`config.mk`:
```
export PLATFORM = sky130hd
export DESIGN_NAME = dns_udp_packet_classifier
export DESIGN_NICKNAME = d
export VERILOG_FILES = /design/src/rtl/dnsc_pkg.sv /design/src/rtl/dns_udp_packet_classifier.sv
export SDC_FILE = /design/constraint.sdc
export NUM_CORES = 1
export LEC_CHECK = 0
export BUFFER_PORTS_ARGS = -buffer_cell sky130_fd_sc_hd__buf_2
export CAP_MARGIN = 20
export CORE_MARGIN = 1.5
export CORE_UTILIZATION = 55
export DETAILED_ROUTE_END_ITERATION = 8
export PLACE_DENSITY_LB_ADDON = 0.05
export SYNTH_ARGS = -nofsm -noshare
export SYNTH_HDL_FRONTEND = slang
export SYNTH_SLANG_ARGS = --single-unit
```
`constraint.sdc`:
```
create_clock -name clk -period 12.75 [get_ports clk]
set_input_delay 2.55 -clock clk [delete_from_list [all_inputs] [get_ports clk]]
set_output_delay 2.55 -clock clk [all_outputs]
set_load 0.05 [all_outputs]
```
`src/rtl/dnsc_pkg.sv`:
```
// dnsc_pkg: constants for the dns udp packet classifier
// header offsets, ethertypes and defaults; no dependencies
`timescale 1ns / 1ps

package dnsc_pkg;

    localparam int QUEUE_COUNT_DEFAULT = 64;

    localparam logic [15:0] DEFAULT_PORT = 16'd53;
    localparam logic [15:0] KIND_IPV4    = 16'h0800;
    localparam logic [15:0] KIND_IPV6    = 16'h86DD;
    localparam logic [7:0]  PROTO_UDP    = 8'd17;

    localparam logic [15:0] POS_KIND_HI  = 16'd12;
    localparam logic [15:0] POS_KIND_LO  = 16'd13;
    localparam logic [15:0] POS_IHL      = 16'd14;
    localparam logic [15:0] POS_IP4_PROTO = 16'd23;
    localparam logic [15:0] POS_IP6_PROTO = 16'd20;

    localparam logic [6:0]  ETH_HDR_LEN  = 7'd14;
    localparam logic [6:0]  IP6_UDP_BASE = 7'd54;
    localparam logic [3:0]  IHL_MIN      = 4'd5;

    localparam logic [16:0] LEN_ETH_MIN  = 17'd14;
    localparam logic [16:0] LEN_IP4_MIN  = 17'd34;
    localparam logic [16:0] LEN_IP6_MIN  = 17'd54;
    localparam logic [16:0] UDP_HDR_LEN  = 17'd8;

endpackage

```
`src/rtl/dns_udp_packet_classifier.sv`:
```
// dns_udp_packet_classifier: byte-wise ethernet/ipv4/ipv6/udp port filter
// verdict item is registered and valid in the cycle after the accepted last byte
// throughput: one byte item per cycle; ready drops only while a verdict is stalled
// reset (rst_n low, asynchronous): frame state cleared, match port back to 53
// depends on dnsc_pkg
`timescale 1ns / 1ps

module dns_udp_packet_classifier
    import dnsc_pkg::*;
#(
    parameter int QUEUE_COUNT = QUEUE_COUNT_DEFAULT
)
(
    input  logic        clk,
    input  logic        rst_n,
    input  logic        s_tvalid,
    output logic        s_tready,
    input  logic [7:0]  s_tdata,    // [7:0] packet_byte
    input  logic        s_tlast,    // last_byte
    input  logic [5:0]  s_tuser,    // [5:0] queue_index
    output logic        m_tvalid,
    input  logic        m_tready,
    output logic [7:0]  m_tdata,    // [0] verdict, [6:1] target_queue, [7] zero
    input  logic        cfg_valid,
    output logic        cfg_ready,
    input  logic [15:0] cfg_data    // [15:0] match_port
);

    logic [15:0] match_port_reg;
    logic [15:0] byte_position_reg;
    logic [15:0] ether_kind_reg;
    logic [3:0]  header_words_reg;
    logic [7:0]  next_protocol_reg;
    logic [15:0] source_port_reg;
    logic [15:0] dest_port_reg;
    logic        out_valid_reg;
    logic        verdict_reg;
    logic [5:0]  target_queue_reg;

    logic [15:0] ether_kind_next;
    logic [3:0]  header_words_next;
    logic [7:0]  next_protocol_next;
    logic [15:0] source_port_next;
    logic [15:0] dest_port_next;
    logic        verdict_next;

    logic        accept;
    logic        ip4;
    logic        ip6;
    logic [6:0]  cap_base;
    logic [15:0] pos;
    logic        v_ip4;
    logic        v_ip6;
    logic [6:0]  v_base;
    logic [16:0] frame_len;
    logic        frame_ok;
    logic        queue_ok;

    assign s_tready  = !out_valid_reg || m_tready;
    assign accept    = s_tvalid && s_tready;
    assign cfg_ready = 1'b1;
    assign m_tvalid  = out_valid_reg;
    assign m_tdata   = {1'b0, target_queue_reg, verdict_reg};

    // capture for the current byte
    always_comb
    begin
        pos                = byte_position_reg;
        ip4                = (ether_kind_reg == KIND_IPV4);
        ip6                = (ether_kind_reg == KIND_IPV6);
        ether_kind_next    = ether_kind_reg;
        header_words_next  = header_words_reg;
        next_protocol_next = next_protocol_reg;
        source_port_next   = source_port_reg;
        dest_port_next     = dest_port_reg;
        if (pos == POS_KIND_HI)
        begin
            ether_kind_next[15:8] = s_tdata;
        end
        if (pos == POS_KIND_LO)
        begin
            ether_kind_next[7:0] = s_tdata;
        end
        if (pos == POS_IHL)
        begin
            header_words_next = s_tdata[3:0];
        end
        if ((ip4 && pos == POS_IP4_PROTO) || (ip6 && pos == POS_IP6_PROTO))
        begin
            next_protocol_next = s_tdata;
        end
        cap_base = ip4 ? (ETH_HDR_LEN + {1'b0, header_words_next, 2'b00}) : IP6_UDP_BASE;
        if (ip4 || ip6)
        begin
            if (pos == {9'd0, cap_base})
            begin
                source_port_next[15:8] = s_tdata;
            end
            else if (pos == {9'd0, cap_base} + 16'd1)
            begin
                source_port_next[7:0] = s_tdata;
            end
            else if (pos == {9'd0, cap_base} + 16'd2)
            begin
                dest_port_next[15:8] = s_tdata;
            end
            else if (pos == {9'd0, cap_base} + 16'd3)
            begin
                dest_port_next[7:0] = s_tdata;
            end
        end
    end

    // verdict on the state after capture
    always_comb
    begin
        frame_len = {1'b0, byte_position_reg} + 17'd1;
        v_ip4     = (ether_kind_next == KIND_IPV4);
        v_ip6     = (ether_kind_next == KIND_IPV6);
        v_base    = v_ip4 ? (ETH_HDR_LEN + {1'b0, header_words_next, 2'b00}) : IP6_UDP_BASE;
        frame_ok  = 1'b0;
        if (frame_len >= LEN_ETH_MIN)
        begin
            if (v_ip4)
            begin
                frame_ok = (frame_len >= LEN_IP4_MIN) && (header_words_next >= IHL_MIN);
            end
            else if (v_ip6)
            begin
                frame_ok = (frame_len >= LEN_IP6_MIN);
            end
        end
        frame_ok = frame_ok && (next_protocol_next == PROTO_UDP)
                && (({10'd0, v_base} + UDP_HDR_LEN) <= frame_len)
                && ((source_port_next == match_port_reg) || (dest_port_next == match_port_reg));
        queue_ok     = ({3'd0, s_tuser} < 9'(QUEUE_COUNT));
        verdict_next = frame_ok && queue_ok;
    end

    always_ff @(posedge clk or negedge rst_n)
    begin
        if (!rst_n)
        begin
            match_port_reg    <= DEFAULT_PORT;
            byte_position_reg <= '0;
            ether_kind_reg    <= '0;
            header_words_reg  <= '0;
            next_protocol_reg <= '0;
            source_port_reg   <= '0;
            dest_port_reg     <= '0;
            out_valid_reg     <= 1'b0;
        end
        else
        begin
            if (cfg_valid && cfg_ready)
            begin
                match_port_reg <= cfg_data;
            end
            if (accept && s_tlast)
            begin
                out_valid_reg <= 1'b1;
            end
            else if (m_tready)
            begin
                out_valid_reg <= 1'b0;
            end
            if (accept)
            begin
                if (s_tlast)
                begin
                    byte_position_reg <= '0;
                    ether_kind_reg    <= '0;
                    header_words_reg  <= '0;
                    next_protocol_reg <= '0;
                    source_port_reg   <= '0;
                    dest_port_reg     <= '0;
                end
                else
                begin
                    if (byte_position_reg != 16'hFFFF)
                    begin
                        byte_position_reg <= byte_position_reg + 16'd1;
                    end
                    ether_kind_reg    <= ether_kind_next;
                    header_words_reg  <= header_words_next;
                    next_protocol_reg <= next_protocol_next;
                    source_port_reg   <= source_port_next;
                    dest_port_reg     <= dest_port_next;
                end
            end
        end
    end

    // result payload, loaded with its valid
    always_ff @(posedge clk)
    begin
        if (accept && s_tlast)
        begin
            verdict_reg      <= verdict_next;
            target_queue_reg <= verdict_next ? s_tuser : 6'd0;
        end
    end

endmodule

```
### Word level (Yosys, flattened, before mapping)

Cells that the tools add are included.

* logic and storage cells: 83
* bits in registers: 100
* input port bits: 36

* add/subtract/negate cells: 7
* equal/unequal tests: 17
* $lt $le $gt $ge: 5
* reductions and logical operators: 16
* muxes and demuxes: 28

Operator list (count)
* $mux 16: 9
* $mux 8: 10
* $eq 16x4->1 const B: 3
* $eq 16x8->1: 3
* $ge 17x6->1 const B: 2
* $eq 16x12->1 const B: 2
* $eq 16x16->1: 2
* $eq 16x16->1 const B: 2
* $eq 16x5->1 const B: 2
* $add 16x1->17 const B: 1
* $ge 17x4->1 const B: 1
* $le 8x17->1: 1
* $add 16x1->16 const B: 1
* $add 7x2->8 const B: 2
* $eq 16x7->1: 1
* $ne 16x16->1 const B: 1
* $mux 7: 2
* $add 7x1->8 const B: 1
* $add 7x4->8 const B: 1
* $eq 8x5->1 const B: 1
* $logic_and 1x1->1: 8
* $mux 4: 2
* $add 4x6->7 const A: 1
* $mux 1: 5
* 5 further kinds: 9

### Depth between registers and ports, before layout

* depth after elaboration: 14
* depth in mapped cells: 23
* gate-level depth less buffers: 20

### Worst setup path before layout

Ideal clock, no wire load.

* path kind: input -> register
* start: in s_tdata[0]
* end: reg target_queue_reg[0] (data pin)
* slack: 6.378 ns
* required time: 12.617 ns
* arrival: 6.240 ns
* cell stages on the path: 17
* cell sequence: clkbuf_1 > nand3_1 > nand2_1 > inv_2 > ha_1 > buf_2 > nand2b_1 > a2111oi_2 > nor2_2 > xor2_1 > mux2i_1 > nand4_2 > mux2_2 > o211ai_1 > or3_4 > o31ai_4 > and3_1

* cells in the longest elaborated chain, start to end: 13

RTL lines
* start: declaration: RTL line dns_udp_packet_classifier.sv:18 `input logic [7:0] s_tdata,`
* $mux 4: RTL line dns_udp_packet_classifier.sv:84 `if (pos == POS_IHL)`
* $add 4x6->7: RTL line dns_udp_packet_classifier.sv:92, dns_udp_packet_classifier.sv:120
* $mux 7: RTL line dns_udp_packet_classifier.sv:92 `cap_base = ip4 ? (ETH_HDR_LEN + {1'b0, header_words_next, 2'b00}) : IP6_UDP_BASE;`
* $add 7x2->8: RTL line dns_udp_packet_classifier.sv:107 `else if (pos == {9'd0, cap_base} + 16'd3)`
* $eq 16x8->1: RTL line dns_udp_packet_classifier.sv:107
* $mux 8: RTL line dns_udp_packet_classifier.sv:107
* $mux 8: RTL line dns_udp_packet_classifier.sv:103 `else if (pos == {9'd0, cap_base} + 16'd2)`
* $mux 16: RTL line dns_udp_packet_classifier.sv:99 `else if (pos == {9'd0, cap_base} + 16'd1)`
* $mux 16: RTL line dns_udp_packet_classifier.sv:95 `if (pos == {9'd0, cap_base})`
* $mux 16: RTL line dns_udp_packet_classifier.sv:93 `if (ip4 || ip6)`
* $eq 16x16->1: RTL line dns_udp_packet_classifier.sv:135 `&& ((source_port_next == match_port_reg) || (dest_port_next == match_port_reg));`
* $logic_or 1x1->1: RTL line dns_udp_packet_classifier.sv:135
* $logic_and 1x1->1 *: RTL line dns_udp_packet_classifier.sv:135
* end signal: assignment: RTL line dns_udp_packet_classifier.sv:200 `target_queue_reg <= verdict_next ? s_tuser : 6'd0;`
* end: declaration: RTL line dns_udp_packet_classifier.sv:38 `logic [5:0] target_queue_reg;`

Every way passes the cells marked *; elsewhere a longest branch is shown, timed or not.
A chain may end at the register's enable or synchronous reset.

### Worst setup path in the final report

* start: in s_tdata[0]
* end: reg target_queue_reg[5] (data pin)

Same word-level chain as after synthesis.

==> summary.md <==
| Metric | Value |
|---|---|
| Final setup violation count | 0 |
| Clk_lat worst skew | 0.36 ns |
| Register Area | 2540 sq um |
| Multiplexer share of the synthesized area | 2.81% |
| Wire length per cell | 20.5 microns |
| Die area | 13700 sq um |
| Final hold vios | 0 |
| Fmax | 0.145 GHz |
| H-tree lvl count | 3 |
| Worst slew pin tran | 0.934 ns |
| Slowest stage delay, CP | 0.61 ns |
| Slew headroom | 37.7% |
| Worst Skew | 0.00987 ns |
| DP Wirelength | 15100 microns |
| Crit-path slowest cell | nand4_1 |
| Largest family of logic cells by synthesized area | compound AO/OA/AOI/OAI gates |
| Cell area after synthesis | 7170 sq um |
| Critical path type | input port to register |
| Cell Pwr Density | 126 nW/um^2 |
| Max Cap Violations | 0 |
| Final worst path period need | 6.90 ns |
| Final Cycle Share | 54.1% |
| CP max FO | 14 |
| Top delay family on crit path | compound AO/OA/AOI/OAI gates |
| RSZ-0062 raised after global routing | false |
| Cts hold-fix bufs | 0 |
| Root Driver | clkbuf_16 |
| CP startpoint kind | input port |
| Avg Synthesized Cell Area | 8.30 sq um |
| Finished Core Util | 61.1% |
| CTS tree | done |
| Largest net degree at the start of global routing | 74 |
| Area occupied by multi-input gates | 4230 sq um |
| Vias after detailed routing | 6768 |
| Clock slew at reported path FFs | 0.07 ns |
| Fin nets | 917 |
| Async SR Flop Fraction | 93.0% |
| EDFF count, synth | 7 |
| Simple logic cell fraction of the synthesized area | 24.2% |
| Die width | 117 microns |
| Net switching fraction of the power | 34.1% |
| Clock group share of total power | 31.4% |
| Compound-cell area share of the yosys netlist | 24.5% |
| NetSw | 0.332 mW |
| Final wirelength | 21300 microns |
| CP most frequent cell | a21oi_1 |
| Post-synthesis cell type count | 91 |
| Maximum vdd drop | 0.150 mV |
| Worst hold path type | register to register |
| Worst EP required | 12.97 ns |
| TNS Setup | 0 ns |
| CTS sink cnt | 100 |
| Starting density of the core | 56.6% |
| Worst-path cell chain | buf_2 -> nand3_1 -> nand2_1 -> inv_2 -> ha_1 -> nand2_1 -> o32ai_1 -> a21oi_1 -> a21oi_1 -> a21oi_1 -> o311ai_1 -> nand4_1 -> mux2i_1 -> o32ai_1 -> a311o_1 -> o31ai_4 -> and3_1 |
| Vias in the first global route | 6344 |
| Syn-to-layout area delta | 8.05% |
| Mapped Cells | 863 |
| Register share of total power | 43.5% |
| Die H | 117 microns |
| # rows | 41 |
| Finished Cell Area | 7740 sq um |
| Synth Flop Type | dfrtp_1 |
| FILL cells | 1199 |
| Initial antenna violation count | 0 |
| Status | finished clean |
| Buf/Inv on CP | 2 |
| Total CTS buffers | 9 |
| DRT iter0 DRCs | 582 |
| GRT Overall Usage | 32.5% |
| Share of layout cells above drive strength 1 | 12.6% |
| Final Max Tran Viols | 0 |
| Clock Path Buffers | 2 |
| Post-DP Area | 7400 sq um |
| First-pass GRT wire length | 34200 microns |
| Static Leak | 3.21 nW |
| Comb power frac | 25.0% |
| # port buffers | 44 |
| Grt ovf | 0 |
| Flops & latches, synth | 100 |
| Highest-count cells in the layout ignoring fill and taps | nand2_1, o21ai_0, dfrtp_1 |
| Final Wtd Congestion | 1.02 |
| Vias per cell | 6.49 |
| DR pass1 iterations | 6 |
| Num ports | 47 |
| Antenna cell count | 0 |
| Crit path DAT | 7.13 ns |
| Syn_nets | 914 |
| Yosys Warn Count | 0 |
| Post-synthesis sequential area ratio | 35.5% |
| Residual DRC | 0 |
| Post-Synth Adder-Cell Area | 2.62% |
| Endpoint type of the worst setup path | register |
| Post-cts repair resize count | 0 |
| Core outline area | 12700 sq um |
| Antenna Nets Post-Route | 0 |
| Most common cell after layout, fill and taps aside | nand2_1 |
| Post-CTS Setup Bufs | 0 |
| Post-Synth XOR/XNOR Area | 4.70% |
| Int Power | 0.641 mW |
synth_stat cells (3+ instances only):
cell	number	area (sq um)
and2_1	21	131
o22ai_1	22	138
o31ai_1	5	37.5
o21ai_1	4	20.0
a21boi_0	5	37.5
ha_1	15	188
o2111ai_1	4	35.0
nor3_1	29	145
mux2_2	8	90.1
o21ai_0	95	475
nand4_1	9	56.3
nor3_2	3	30.0
buf_4	3	22.5
nand2_1	98	368
a22o_1	3	26.3
dfrtp_1	89	2230
nor4_2	3	37.5
clkbuf_1	46	173
nand2b_1	17	106
edfxtp_1	7	210
nor4_1	9	56.3
a221oi_1	3	26.3
a21oi_1	53	265
nor2_1	36	135
a211oi_1	8	60.1
and4_1	3	26.3
mux2i_1	10	100
o211ai_1	7	52.6
or4_1	5	37.5
inv_1	41	154
xor2_1	15	131
and3_1	19	119
dfstp_2	4	105
buf_2	6	30.0
a211o_1	3	26.3
a31oi_1	4	25.0
nand3_1	29	145
xnor2_1	19	166
nor2b_1	7	43.8
o221ai_1	5	43.8
a22oi_1	25	188
worst paths after layout:
kind                       slack [ns]               endpoint  cells after the start                 start
setup / recovery                 5.85    target_queue_reg[5]                     17            s_tdata[0]
hold / removal                   0.49      dest_port_reg[10]                      2     dest_port_reg[10]
setup reg to reg                 6.69    target_queue_reg[5]                     19  byte_position_reg[0]
hold reg to reg                  0.49      dest_port_reg[10]                      2     dest_port_reg[10]
max in group asynchronous        9.51     source_port_reg[8]                      2                 rst_n
min in group asynchronous        2.19  byte_position_reg[11]                      1                 rst_n
per-stage QoR:
stage / power [mW] / std cells / hold slack [ns] / setup slack [ns]
after floorplan: 0.591 / 863 / 0.450 / 6.38
after global placement: 0.660 / 1027 / 0.469 / 5.75
after global routing: 1.03 / 1043 / 0.532 / 5.57
after CTS: 0.973 / 1043 / 0.493 / 5.98
final: 0.972 / 1043 / 0.493 / 5.85
after detailed placement: 0.666 / 1027 / 0.475 / 5.61
cell type report:
cell class                 count  share of cell area (%)
clock buffer                  11                    3.41
clock inverter                 5                   0.969
inverter                      43                    2.08
multi-input combinational    663                    54.6
sequential                   100                    32.8
tap                          172                    2.78
timing repair buffer          49                    3.36
worst reg2reg max path: stages, from the launching register on:
cell,delay (ns)
dfrtp_1,0.46
inv_1,0.13
ha_1,0.40
nand3_1,0.33
o21ai_1,0.35
nand2_1,0.23
inv_2,0.13
ha_1,0.38
nand2_1,0.10
o32ai_1,0.42
a21oi_1,0.07
a21oi_1,0.27
a21oi_1,0.11
o311ai_1,0.48
nand4_1,0.61
mux2i_1,0.41
o32ai_1,0.13
a311o_1,0.33
o31ai_4,0.36
and3_1,0.22
logic make-up (layout without fill, tap and decap cells):
| logic type | Yosys count | after routing |
|---|---|---|
| multiplexers | 19 | 19 |
| AO/OA/AOI/OAI | 275 | 275 |
| adder cells (fa/ha/maj) | 15 | 15 |
| flip-flops | 100 | 100 |
| AND/OR/NAND/NOR | 316 | 316 |
| other | 2 | 2 |
| XOR/XNOR | 36 | 36 |
| buffers and inverters | 100 | 108 |
power groups by stage:
stage               Clock (mW)  Combinational (mW)  Sequential, mW
finish                   0.305               0.243           0.423
global route             0.325               0.269           0.432
CTS                      0.311               0.240           0.422
detailed placement           0               0.238           0.428
global placement             0               0.235           0.425
floorplan                    0               0.176           0.415
per-layer routing:
metal	global-route usage, %	wire length, microns	vias up
li1	-	-	3159
met3	7.26	1740	51
met4	11.2	498	0
met2	49.1	9560	310
met5	0	0	-
met1	46.0	9540	3248
Power figures use the tool's default switching activity.
